==> src/sv/rational_arith_reduce_top_macros.svh <==
// Assertion macros shared by the rational fraction reducer RTL
`ifndef RATIONAL_ARITH_REDUCE_TOP_MACROS_SVH
`define RATIONAL_ARITH_REDUCE_TOP_MACROS_SVH

// Same-cycle implication, checked on every rising edge outside reset
`define RAR_ASSERT_NOW(label, ante, cons, msg) \
    label: assert property (@(posedge i_clk) disable iff (!i_rst_n) (ante) |-> (cons)) \
        else $error(msg);

// Next-cycle implication, checked on every rising edge outside reset
`define RAR_ASSERT_NEXT(label, ante, cons, msg) \
    label: assert property (@(posedge i_clk) disable iff (!i_rst_n) (ante) |=> (cons)) \
        else $error(msg);

`endif

==> src/sv/rar_pkg.sv <==
// Shared types and codes for the rational fraction reducer
`default_nettype none

package rar_pkg;

    localparam int DATA_BITS = 32;

    typedef logic [1:0]                  t_func;
    typedef logic signed [DATA_BITS-1:0] t_data;
    typedef logic [1:0]                  t_status;

    localparam t_func FUNC_ADD = 2'd0;
    localparam t_func FUNC_SUB = 2'd1;
    localparam t_func FUNC_MUL = 2'd2;
    localparam t_func FUNC_DIV = 2'd3;

    localparam t_status STATUS_OK  = 2'd0;
    localparam t_status STATUS_ERR = 2'd1;
    localparam t_status STATUS_OVF = 2'd2;

endpackage

`default_nettype wire

==> src/sv/rar_if.sv <==
// Valid/ready channel interfaces for operand words and result words
`default_nettype none

interface rar_in_if;
    logic            valid;
    logic            ready;
    rar_pkg::t_func  func;
    rar_pkg::t_data  a_num;
    rar_pkg::t_data  a_den;
    rar_pkg::t_data  b_num;
    rar_pkg::t_data  b_den;

    modport source (output valid, func, a_num, a_den, b_num, b_den, input ready);
    modport sink   (input valid, func, a_num, a_den, b_num, b_den, output ready);
endinterface

interface rar_out_if;
    logic             valid;
    logic             ready;
    rar_pkg::t_data   res_num;
    rar_pkg::t_data   res_den;
    rar_pkg::t_status status;

    modport source (output valid, res_num, res_den, status, input ready);
    modport sink   (input valid, res_num, res_den, status, output ready);
endinterface

`default_nettype wire

==> src/sv/rational_arith_reduce_top.sv <==
// Rational fraction add/sub/mul/div with GCD reduction on one shared add/subtract unit.
//
// Up to three products come from one WORD_BITS multiplier, one per cycle (two for
// multiply and divide, three for add and subtract), followed for add and subtract by
// the sign-magnitude sum in S_ADD and, when the second term is larger, S_ADD2. The
// binary GCD takes one shift, subtract or swap step per cycle, at most about 4*MW
// steps: each shift or subtract drops a bit from one operand and a swap never follows a
// swap. The two restoring divisions by the GCD, numerator (S_DIVN) then denominator
// (S_DIVD), each run over all MW bits. The GCD and the divisions run through one MW+1
// bit add/subtract unit, MW = 2*WORD_BITS. Words with a zero denominator, or a divide
// by a zero b_num, skip straight to the result (status 1). i_in.ready is high only
// while the block is idle; a finished result waits in the output register, and the
// next word can be taken meanwhile; a result that finds the register still full holds
// the sequencer until o_out.ready. Results are WORD_BITS two's complement values,
// zero-extended to 32 bits; signs are kept as computed.
`default_nettype none

`include "rational_arith_reduce_top_macros.svh"

module rational_arith_reduce_top #(
    parameter int WORD_BITS = 32
) (
    input  wire       i_clk,
    input  wire       i_rst_n,
    rar_in_if.sink    i_in,
    rar_out_if.source o_out
);

    localparam int W  = WORD_BITS;
    localparam int MW = 2 * WORD_BITS;
    localparam int CW = $clog2(MW);
    localparam int DB = rar_pkg::DATA_BITS;
    localparam logic [MW-1:0] HALF = MW'(1) << (WORD_BITS - 1);

    localparam logic [3:0] S_IDLE  = 4'd0;
    localparam logic [3:0] S_MUL0  = 4'd1;
    localparam logic [3:0] S_MUL1  = 4'd2;
    localparam logic [3:0] S_MUL2  = 4'd3;
    localparam logic [3:0] S_ADD   = 4'd4;
    localparam logic [3:0] S_ADD2  = 4'd5;
    localparam logic [3:0] S_GINIT = 4'd6;
    localparam logic [3:0] S_GCD   = 4'd7;
    localparam logic [3:0] S_SCALE = 4'd8;
    localparam logic [3:0] S_DIVN  = 4'd9;
    localparam logic [3:0] S_DIVD  = 4'd10;
    localparam logic [3:0] S_OUT   = 4'd11;

    typedef struct packed {
        logic         neg;
        logic [W-1:0] mag;
    } t_smag;

    function automatic t_smag from_word(input rar_pkg::t_data raw);
        t_smag        r;
        logic [W-1:0] v;
        v     = raw[W-1:0];
        r.neg = v[W-1];
        r.mag = v[W-1] ? (~v + 1'b1) : v;
        return r;
    endfunction

    logic [3:0]       r_state, n_state;
    rar_pkg::t_func   r_func, n_func;
    t_smag            r_an, n_an, r_ad, n_ad, r_bn, n_bn, r_bd, n_bd;
    logic [MW-1:0]    r_num_mag, n_num_mag, r_t2_mag, n_t2_mag, r_den_mag, n_den_mag;
    logic             r_num_neg, n_num_neg, r_t2_neg, n_t2_neg, r_den_neg, n_den_neg;
    logic [MW-1:0]    r_u, n_u, r_v, n_v, r_g, n_g, r_rem, n_rem, r_quo, n_quo;
    logic [CW-1:0]    r_k, n_k, r_cnt, n_cnt;
    logic             r_err, n_err;
    logic             r_out_valid, n_out_valid;
    rar_pkg::t_data   r_res_num, n_res_num, r_res_den, n_res_den;
    rar_pkg::t_status r_status, n_status;

    t_smag            in_an, in_ad, in_bn, in_bd;
    logic             in_fire;
    t_smag            mul_a, mul_b;
    logic [MW-1:0]    mul_p;
    logic             mul_neg;
    logic [MW-1:0]    alu_a, alu_b, alu_v;
    logic             alu_sub, alu_c;
    logic [MW:0]      alu_res;
    logic [MW-1:0]    div_trial, div_rem, div_quo;
    logic             num_fits, den_fits;
    logic [W-1:0]     num_w, den_w;

    assign in_an   = from_word(i_in.a_num);
    assign in_ad   = from_word(i_in.a_den);
    assign in_bn   = from_word(i_in.b_num);
    assign in_bd   = from_word(i_in.b_den);
    assign in_fire = i_in.valid && (r_state == S_IDLE);

    assign i_in.ready      = (r_state == S_IDLE);
    assign o_out.valid     = r_out_valid;
    assign o_out.res_num   = r_res_num;
    assign o_out.res_den   = r_res_den;
    assign o_out.status    = r_status;

    // Shared multiplier operand select
    always_comb begin
        unique case (r_state)
            S_MUL0: begin
                mul_a = r_an;
                mul_b = (r_func == rar_pkg::FUNC_MUL) ? r_bn : r_bd;
            end
            S_MUL1: begin
                mul_a = r_bn;
                mul_b = r_ad;
            end
            default: begin
                mul_a = r_ad;
                mul_b = (r_func == rar_pkg::FUNC_DIV) ? r_bn : r_bd;
            end
        endcase
    end

    assign mul_p   = MW'(mul_a.mag) * MW'(mul_b.mag);
    assign mul_neg = (mul_a.neg ^ mul_b.neg) && (mul_p != '0);

    // Divider trial remainder: shift in the next dividend bit
    assign div_trial = {r_rem[MW-2:0], r_quo[MW-1]};

    // Shared add/subtract unit; bit MW is carry on add, borrow on subtract
    always_comb begin
        unique case (r_state) inside
            S_ADD: begin
                alu_a   = r_num_mag;
                alu_b   = r_t2_mag;
                alu_sub = (r_num_neg != r_t2_neg);
            end
            S_ADD2: begin
                alu_a   = r_t2_mag;
                alu_b   = r_num_mag;
                alu_sub = 1'b1;
            end
            S_GCD: begin
                alu_a   = r_u;
                alu_b   = r_v;
                alu_sub = 1'b1;
            end
            S_DIVN, S_DIVD: begin
                alu_a   = div_trial;
                alu_b   = r_g;
                alu_sub = 1'b1;
            end
            default: begin
                alu_a   = r_num_mag;
                alu_b   = r_t2_mag;
                alu_sub = 1'b0;
            end
        endcase
    end

    assign alu_res = alu_sub ? ({1'b0, alu_a} - {1'b0, alu_b})
                             : ({1'b0, alu_a} + {1'b0, alu_b});
    assign alu_c   = alu_res[MW];
    assign alu_v   = alu_res[MW-1:0];

    assign div_rem = alu_c ? div_trial : alu_v;
    assign div_quo = {r_quo[MW-2:0], ~alu_c};

    assign num_fits = r_num_neg ? (r_num_mag <= HALF) : (r_num_mag < HALF);
    assign den_fits = r_den_neg ? (r_den_mag <= HALF) : (r_den_mag < HALF);
    assign num_w    = r_num_neg ? (~r_num_mag[W-1:0] + 1'b1) : r_num_mag[W-1:0];
    assign den_w    = r_den_neg ? (~r_den_mag[W-1:0] + 1'b1) : r_den_mag[W-1:0];

    always_comb begin
        n_state     = r_state;
        n_func      = r_func;
        n_an        = r_an;
        n_ad        = r_ad;
        n_bn        = r_bn;
        n_bd        = r_bd;
        n_num_mag   = r_num_mag;
        n_num_neg   = r_num_neg;
        n_t2_mag    = r_t2_mag;
        n_t2_neg    = r_t2_neg;
        n_den_mag   = r_den_mag;
        n_den_neg   = r_den_neg;
        n_u         = r_u;
        n_v         = r_v;
        n_k         = r_k;
        n_g         = r_g;
        n_rem       = r_rem;
        n_quo       = r_quo;
        n_cnt       = r_cnt;
        n_err       = r_err;
        n_out_valid = r_out_valid;
        n_res_num   = r_res_num;
        n_res_den   = r_res_den;
        n_status    = r_status;

        // Drop the output word once taken
        if (r_out_valid && o_out.ready) begin
            n_out_valid = 1'b0;
        end

        unique case (r_state)
            S_IDLE: begin
                if (in_fire) begin
                    n_func  = i_in.func;
                    n_an    = in_an;
                    n_ad    = in_ad;
                    n_bn    = in_bn;
                    n_bd    = in_bd;
                    n_err   = (in_ad.mag == '0) || (in_bd.mag == '0) ||
                              ((i_in.func == rar_pkg::FUNC_DIV) && (in_bn.mag == '0));
                    n_state = n_err ? S_OUT : S_MUL0;
                end
            end
            S_MUL0: begin
                n_num_mag = mul_p;
                n_num_neg = mul_neg;
                n_state   = ((r_func == rar_pkg::FUNC_MUL) || (r_func == rar_pkg::FUNC_DIV))
                            ? S_MUL2 : S_MUL1;
            end
            S_MUL1: begin
                n_t2_mag = mul_p;
                n_t2_neg = (mul_a.neg ^ mul_b.neg ^ (r_func == rar_pkg::FUNC_SUB)) &&
                           (mul_p != '0);
                n_state  = S_MUL2;
            end
            S_MUL2: begin
                n_den_mag = mul_p;
                n_den_neg = mul_neg;
                n_state   = ((r_func == rar_pkg::FUNC_ADD) || (r_func == rar_pkg::FUNC_SUB))
                            ? S_ADD : S_GINIT;
            end
            S_ADD: begin
                if (!alu_sub) begin
                    n_num_mag = alu_v;
                    n_num_neg = r_num_neg && (alu_v != '0);
                    n_state   = S_GINIT;
                end else if (!alu_c) begin
                    n_num_mag = alu_v;
                    n_num_neg = r_num_neg && (alu_v != '0);
                    n_state   = S_GINIT;
                end else begin
                    // Second term is larger: subtract the other way round
                    n_state = S_ADD2;
                end
            end
            S_ADD2: begin
                n_num_mag = alu_v;
                n_num_neg = r_t2_neg;
                n_state   = S_GINIT;
            end
            S_GINIT: begin
                n_u     = r_num_mag;
                n_v     = r_den_mag;
                n_k     = '0;
                n_state = S_GCD;
            end
            S_GCD: begin
                if ((r_u == '0) || (r_v == '0)) begin
                    n_state = S_SCALE;
                end else if (!r_u[0] && !r_v[0]) begin
                    n_u = r_u >> 1;
                    n_v = r_v >> 1;
                    n_k = r_k + 1'b1;
                end else if (!r_u[0]) begin
                    n_u = r_u >> 1;
                end else if (!r_v[0]) begin
                    n_v = r_v >> 1;
                end else if (!alu_c) begin
                    // Both odd, u >= v: the difference is even
                    n_u = alu_v >> 1;
                end else begin
                    n_u = r_v;
                    n_v = r_u;
                end
            end
            S_SCALE: begin
                n_g     = (r_u | r_v) << r_k;
                n_rem   = '0;
                n_quo   = r_num_mag;
                n_cnt   = CW'(MW - 1);
                n_state = S_DIVN;
            end
            S_DIVN: begin
                n_rem = div_rem;
                n_quo = div_quo;
                n_cnt = r_cnt - 1'b1;
                if (r_cnt == '0) begin
                    n_num_mag = div_quo;
                    n_rem     = '0;
                    n_quo     = r_den_mag;
                    n_cnt     = CW'(MW - 1);
                    n_state   = S_DIVD;
                end
            end
            S_DIVD: begin
                n_rem = div_rem;
                n_quo = div_quo;
                n_cnt = r_cnt - 1'b1;
                if (r_cnt == '0) begin
                    n_den_mag = div_quo;
                    n_state   = S_OUT;
                end
            end
            S_OUT: begin
                // Hold until the output register is free
                if (!r_out_valid || o_out.ready) begin
                    n_out_valid = 1'b1;
                    n_state     = S_IDLE;
                    if (r_err) begin
                        n_res_num = '0;
                        n_res_den = '0;
                        n_status  = rar_pkg::STATUS_ERR;
                    end else if (!num_fits || !den_fits) begin
                        n_res_num = '0;
                        n_res_den = '0;
                        n_status  = rar_pkg::STATUS_OVF;
                    end else begin
                        n_res_num = DB'(num_w);
                        n_res_den = DB'(den_w);
                        n_status  = rar_pkg::STATUS_OK;
                    end
                end
            end
            default: begin
                n_state = S_IDLE;
            end
        endcase
    end

    always_ff @(posedge i_clk) begin
        if (!i_rst_n) begin
            r_state     <= S_IDLE;
            r_out_valid <= 1'b0;
        end else begin
            r_state     <= n_state;
            r_out_valid <= n_out_valid;
        end
    end

    always_ff @(posedge i_clk) begin
        r_func    <= n_func;
        r_an      <= n_an;
        r_ad      <= n_ad;
        r_bn      <= n_bn;
        r_bd      <= n_bd;
        r_num_mag <= n_num_mag;
        r_num_neg <= n_num_neg;
        r_t2_mag  <= n_t2_mag;
        r_t2_neg  <= n_t2_neg;
        r_den_mag <= n_den_mag;
        r_den_neg <= n_den_neg;
        r_u       <= n_u;
        r_v       <= n_v;
        r_k       <= n_k;
        r_g       <= n_g;
        r_rem     <= n_rem;
        r_quo     <= n_quo;
        r_cnt     <= n_cnt;
        r_err     <= n_err;
        r_res_num <= n_res_num;
        r_res_den <= n_res_den;
        r_status  <= n_status;
    end

    `RAR_ASSERT_NEXT(a_busy_after_accept, in_fire, r_state != S_IDLE,
        "sequencer idle right after accepting a word")
    `RAR_ASSERT_NOW(a_gcd_nonzero, r_state == S_GCD, (r_u != '0) || (r_v != '0),
        "GCD operands both zero")
    `RAR_ASSERT_NOW(a_rem_below_divisor, (r_state == S_DIVN) || (r_state == S_DIVD),
        r_rem < r_g, "divider remainder not below GCD")
    `RAR_ASSERT_NOW(a_fault_zero_fields,
        r_out_valid && (r_status != rar_pkg::STATUS_OK),
        (r_res_num == '0) && (r_res_den == '0), "fault word carries nonzero fields")
    `RAR_ASSERT_NOW(a_ok_den_nonzero,
        r_out_valid && (r_status == rar_pkg::STATUS_OK), r_res_den != '0,
        "ok word with zero denominator")

endmodule

`default_nettype wire
==> src/flat_wrapper.sv <==
// flat-port wrapper written by rule: the top's interface ports become plain ports
module rational_arith_reduce_top_flat 
#(
    parameter int WORD_BITS = 32
)
  (i_clk, i_rst_n, i_in_valid, i_in_func, i_in_a_num, i_in_a_den, i_in_b_num, i_in_b_den, i_in_ready, o_out_valid, o_out_res_num, o_out_res_den, o_out_status, o_out_ready);
  rar_in_if i_in_i ();
  rar_out_if o_out_i ();
  input  wire i_clk;
  input  wire i_rst_n;
  input wire logic [$bits(i_in_i.valid)-1:0] i_in_valid;
  input wire logic [$bits(i_in_i.func)-1:0] i_in_func;
  input wire logic [$bits(i_in_i.a_num)-1:0] i_in_a_num;
  input wire logic [$bits(i_in_i.a_den)-1:0] i_in_a_den;
  input wire logic [$bits(i_in_i.b_num)-1:0] i_in_b_num;
  input wire logic [$bits(i_in_i.b_den)-1:0] i_in_b_den;
  output wire logic [$bits(i_in_i.ready)-1:0] i_in_ready;
  output wire logic [$bits(o_out_i.valid)-1:0] o_out_valid;
  output wire logic [$bits(o_out_i.res_num)-1:0] o_out_res_num;
  output wire logic [$bits(o_out_i.res_den)-1:0] o_out_res_den;
  output wire logic [$bits(o_out_i.status)-1:0] o_out_status;
  input wire logic [$bits(o_out_i.ready)-1:0] o_out_ready;
  assign i_in_i.valid = i_in_valid;
  assign i_in_i.func = i_in_func;
  assign i_in_i.a_num = i_in_a_num;
  assign i_in_i.a_den = i_in_a_den;
  assign i_in_i.b_num = i_in_b_num;
  assign i_in_i.b_den = i_in_b_den;
  assign i_in_ready = i_in_i.ready;
  assign o_out_valid = o_out_i.valid;
  assign o_out_res_num = o_out_i.res_num;
  assign o_out_res_den = o_out_i.res_den;
  assign o_out_status = o_out_i.status;
  assign o_out_i.ready = o_out_ready;
  rational_arith_reduce_top #(.WORD_BITS(WORD_BITS)) u_core (.i_clk(i_clk), .i_rst_n(i_rst_n), .i_in(i_in_i), .o_out(o_out_i));
endmodule
==> config.mk <==
export PLATFORM = sky130hd
export DESIGN_NAME = rational_arith_reduce_top_flat
export DESIGN_NICKNAME = d
export VERILOG_FILES = /design/src/sv/rar_pkg.sv /design/src/sv/rar_if.sv /design/src/sv/rational_arith_reduce_top.sv /design/src/flat_wrapper.sv
export VERILOG_INCLUDE_DIRS = /design/src /design/src/sv
export SDC_FILE = /design/constraint.sdc
export NUM_CORES = 2
export LEC_CHECK = 0
export BUFFER_PORTS_ARGS = -buffer_cell sky130_fd_sc_hd__buf_2
export CAP_MARGIN = 20
export CORE_AREA = 8 8 472 474
export CTS_CLUSTER_SIZE = 16
export DETAILED_ROUTE_END_ITERATION = 8
export DIE_AREA = 0 0 480 482
export GPL_ROUTABILITY_DRIVEN = 0
export MAX_ROUTING_LAYER = met4
export SLEW_MARGIN = 30
export SYNTH_ARGS = -nofsm -noshare
export SYNTH_HDL_FRONTEND = slang
export SYNTH_SLANG_ARGS = --single-unit
export TNS_END_PERCENT = 5
==> constraint.sdc <==
create_clock -name i_clk -period 16.1 [get_ports i_clk]
set_input_delay 0.805 -clock i_clk [delete_from_list [all_inputs] [get_ports i_clk]]
set_output_delay 0.805 -clock i_clk [all_outputs]
set_load 0.01 [all_outputs]
==> Implementation_results.wiki <==
{| class="wikitable"
! Metric !! Value
|-
| Critical Path End Type || flip-flop
|-
| Pin count of the biggest net entering global routing || 109
|-
| Remaining max-slew budget at the tightest pin || 0.261
|-
| Clock buffers created by TritonCTS || 82
|-
| Maximum clock insertion buffer count || 3
|-
| Number of pins with negative max-slew slack in the final report || 0
|-
| Initial Util || 0.376
|-
| Fmax || 74.9 MHz
|-
| Final critical-path share of the clock period || 0.829
|-
| Final min period || 13340 ps
|-
| Detailed Route WL || 324 mm
|-
| Syn_area_per_cell || 9.06 um2
|-
| DRC Markers || 11
|-
| Area fraction of the dominant cell type after synthesis || 0.269
|-
| Violations in the final reports || DRC
|-
| Clock tree from TritonCTS || built
|-
| Required time worst endpoint || 16550 ps
|-
| Clock Sink Count || 732
|-
| Area of the die || 0.231 mm2
|-
| Total I/O pin count || 202
|-
| Number of nets in the finished design || 10176
|-
| DP Worst Slack || 3250 ps
|-
| Total negative slack || 0 ps
|-
| Post-cts gate resize count || 0
|-
| Unrepaired setup endpoints after global routing || no
|-
| Most common cell on crit path || sky130_fd_sc_hd__fa_1
|-
| Min-delay src || i_in_func[1]
|-
| Critical path startpoint || u_core.r_state[1]
|-
| Number of flip-flops and latches in the synthesized netlist || 732
|-
| Clock input transition at the sequential cells of the worst setup and hold paths || 70 ps
|-
| Number of hold violations in the final report || 0
|-
| Number of synthesized flops with an enable pin || 727
|-
| Antenna Violating Nets Remaining || 0
|-
| Wire length of the first global-routing pass || 471 mm
|-
| Post-synthesis instance total || 8959
|-
| Transition time at the pin with the least slew margin || 1100 ps
|-
| Height of the chip || 482 um
|-
| Cell with the biggest individual delay on the critical path || sky130_fd_sc_hd__dfxtp_4
|-
| Sequential element share of the synthesized area || 0.270
|-
| Number of design-rule violations left by the first detailed-router iteration || 10493
|-
| Global-route total usage across every layer || 0.279
|-
| Count of endpoints failing setup in the final report || 0
|-
| Clock tree skew after final layout || 66.4 ps
|-
| Crit path max fanout || 67
|-
| Number of optimization iterations in the first detailed-route pass || 9
|-
| Fraction of layout cells with a size suffix above 1 || 0.0711
|-
| Number of synthesis warnings || 0
|-
| Number of port buffers || 201
|-
| Synthesized cell area || 0.0812 mm2
|-
| Async set or reset register ratio after synthesis || 0
|-
| Start of the worst register-to-register path || u_core.r_state[1]
|-
| Clock H-tree levels || 3
|-
| Via count of the first global-routing pass || 70211
|-
| Post-synth net total || 10327
|-
| Max-capacitance violation count || 0
|-
| Total via count in the routed design || 71461
|-
| Longest individual stage delay on the worst path || 880 ps
|-
| Average wire per standard cell || 27.6 um
|-
| Master cell of the clock root buffer || sky130_fd_sc_hd__clkbuf_16
|-
| Commonest cells after routing, fill and taps aside || sky130_fd_sc_hd__nand2_1, sky130_fd_sc_hd__nor2_1, sky130_fd_sc_hd__inv_1, sky130_fd_sc_hd__fa_1, sky130_fd_sc_hd__edfxtp_1
|-
| Data arrival time of the critical path || 13800 ps
|-
| Tightest Hold Check Type || input pin to flip-flop
|-
| Synthesis-to-finish area growth || 8.11%
|-
| Smallest setup slack after layout || 2760 ps
|-
| Netlist cell types || 100
|-
| Via-to-Cell Ratio || 6.09
|-
| Grt total ovfl || 0
|-
| Outcome || complete, but fails checks
|-
| Detail Placement HPWL || 249 mm
|-
| Flip-flop cell with the highest count after synthesis || sky130_fd_sc_hd__edfxtp_1
|-
| Most common library cell in the layout ignoring fill and taps || sky130_fd_sc_hd__nand2_1
|-
| Clock latency on the worst-skew pair || 740 ps
|-
| Worst Setup Start Kind || flip-flop
|-
| Area of the core || 0.216 mm2
|-
| Buffer count from post-CTS setup fixing || 0
|-
| Total number of placement rows || 171
|-
| Critical Setup Path Class || flip-flop to flip-flop
|-
| Overall die width || 480 um
|-
| Synth top area cells || sky130_fd_sc_hd__edfxtp_1, sky130_fd_sc_hd__fa_1, sky130_fd_sc_hd__nand2_1
|-
| Antenna violations before repair || 7
|-
| Post-synthesis cell type with the largest combined area || sky130_fd_sc_hd__edfxtp_1
|-
| Post-CTS Hold Fix Bufs || 0
|}
## per-layer routing
| metal | GRT usage | wire (um) | vias up |
|---|---|---|---|
| li1 | - | - | 30163 |
| met3 | 0.0728 | 43000 | 975 |
| met5 | - | 0 | - |
| met4 | 0.141 | 20900 | 0 |
| met2 | 0.411 | 140000 | 5006 |
| met1 | 0.354 | 121000 | 35317 |
## layout make-up
type / count / area, um2
inverters: 1001 / 3760
fillers: 21222 / 128000
diodes: 10 / 25.0
clock inverters: 38 / 423
multi-input cells: 6636 / 53600
well taps: 2854 / 3570
clock buffers: 108 / 2190
flip-flops and latches: 732 / 21900
repair buffers: 355 / 2270
## registers in the layout, indices dropped and copies added (netlist names), 2 cells and up
register,cells
u_core.r_u,64
u_core.r_num_mag,64
u_core.r_rem,63
u_core.o_out.res_den,32
u_core.o_out.res_num,32
u_core.r_func,2
u_core.r_v,64
u_core.r_k,6
u_core.r_den_mag,64
u_core.r_cnt,6
u_core.o_out.status,2
u_core.r_an,33
u_core.r_t2_mag,64
u_core.r_bn,33
u_core.r_bd,33
u_core.r_ad,33
u_core.r_state,4
u_core.r_g,64
u_core.r_quo,64
## worst paths after layout
kind / to / slack [ps] / cells after the start
worst max-delay path: u_core.r_num_neg / 2760 / 32
worst min-delay path: u_core.r_func[1] / 350 / 1
worst max register to register: u_core.r_num_neg / 2760 / 32
worst min register to register: u_core.o_out.status[0] / 510 / 0
## kinds of logic (layout without fill, tap and decap cells)
group | Yosys count | in the layout | share of synthesized area
and+or+nand+nor | 3112 | 3112 | 0.169
AOI/OAI and AO/OA | 1593 | 1593 | 0.130
buffers and inverters | 1591 | 1502 | 0.0757
adders and majority gates | 1234 | 1234 | 0.273
DFF | 732 | 732 | 0.270
xor gates and xnor gates | 377 | 377 | 0.0410
muxes | 320 | 320 | 0.0407
other | 0 | 10 | 0
## cell usage after synthesis, drive strengths merged, types with 23 or more instances
library cell  instances
or3                  47
o31ai                63
inv                1000
xor2                135
a221o                55
nor4                 92
ha                  337
a21oi               470
nand4                75
xnor2               242
a222oi              132
nor3                131
a211oi               64
buf                 117
nor2               1070
o22ai                31
a21o                 45
a22oi                88
mux2i               300
a211o                28
o21ai               362
nand2b               57
o41ai                26
edfxtp              727
nand2              1240
nor3b                72
nand3               119
o21a                 26
nor2b                23
o211ai               48
a31oi                36
fa                  897
and2                 76
or4                  42
clkbuf              473
## worst max-delay path, delay by kind of cell (launching register included)
| family | cells | cell delay (ps) |
|---|---|---|
| mux | 1 | 250 |
| buf+inv | 6 | 1750 |
| simple gates | 8 | 3340 |
| fa+ha+maj | 9 | 4230 |
| compound gates | 8 | 2560 |
| flops | 1 | 880 |
## stage by stage
| stage | hold WS (ps) | cells | area (um2) | util |
|---|---|---|---|---|
| 2_1_floorplan | 441 | 8959 | 81200 | - |
| 3_3_place_gp | 476 | 11572 | 84900 | 0.394 |
| 3_5_place_dp | 488 | 11575 | 85000 | 0.394 |
| 4_1_cts | 305 | 11721 | 87600 | 0.406 |
| 5_1_grt | 327 | 11731 | 87700 | 0.407 |
| 6_report | 350 | 11734 | 87700 | 0.407 |
Power is not shown: default switching activity piles up to over one toggle a cycle in this logic, so the estimate is an artifact.
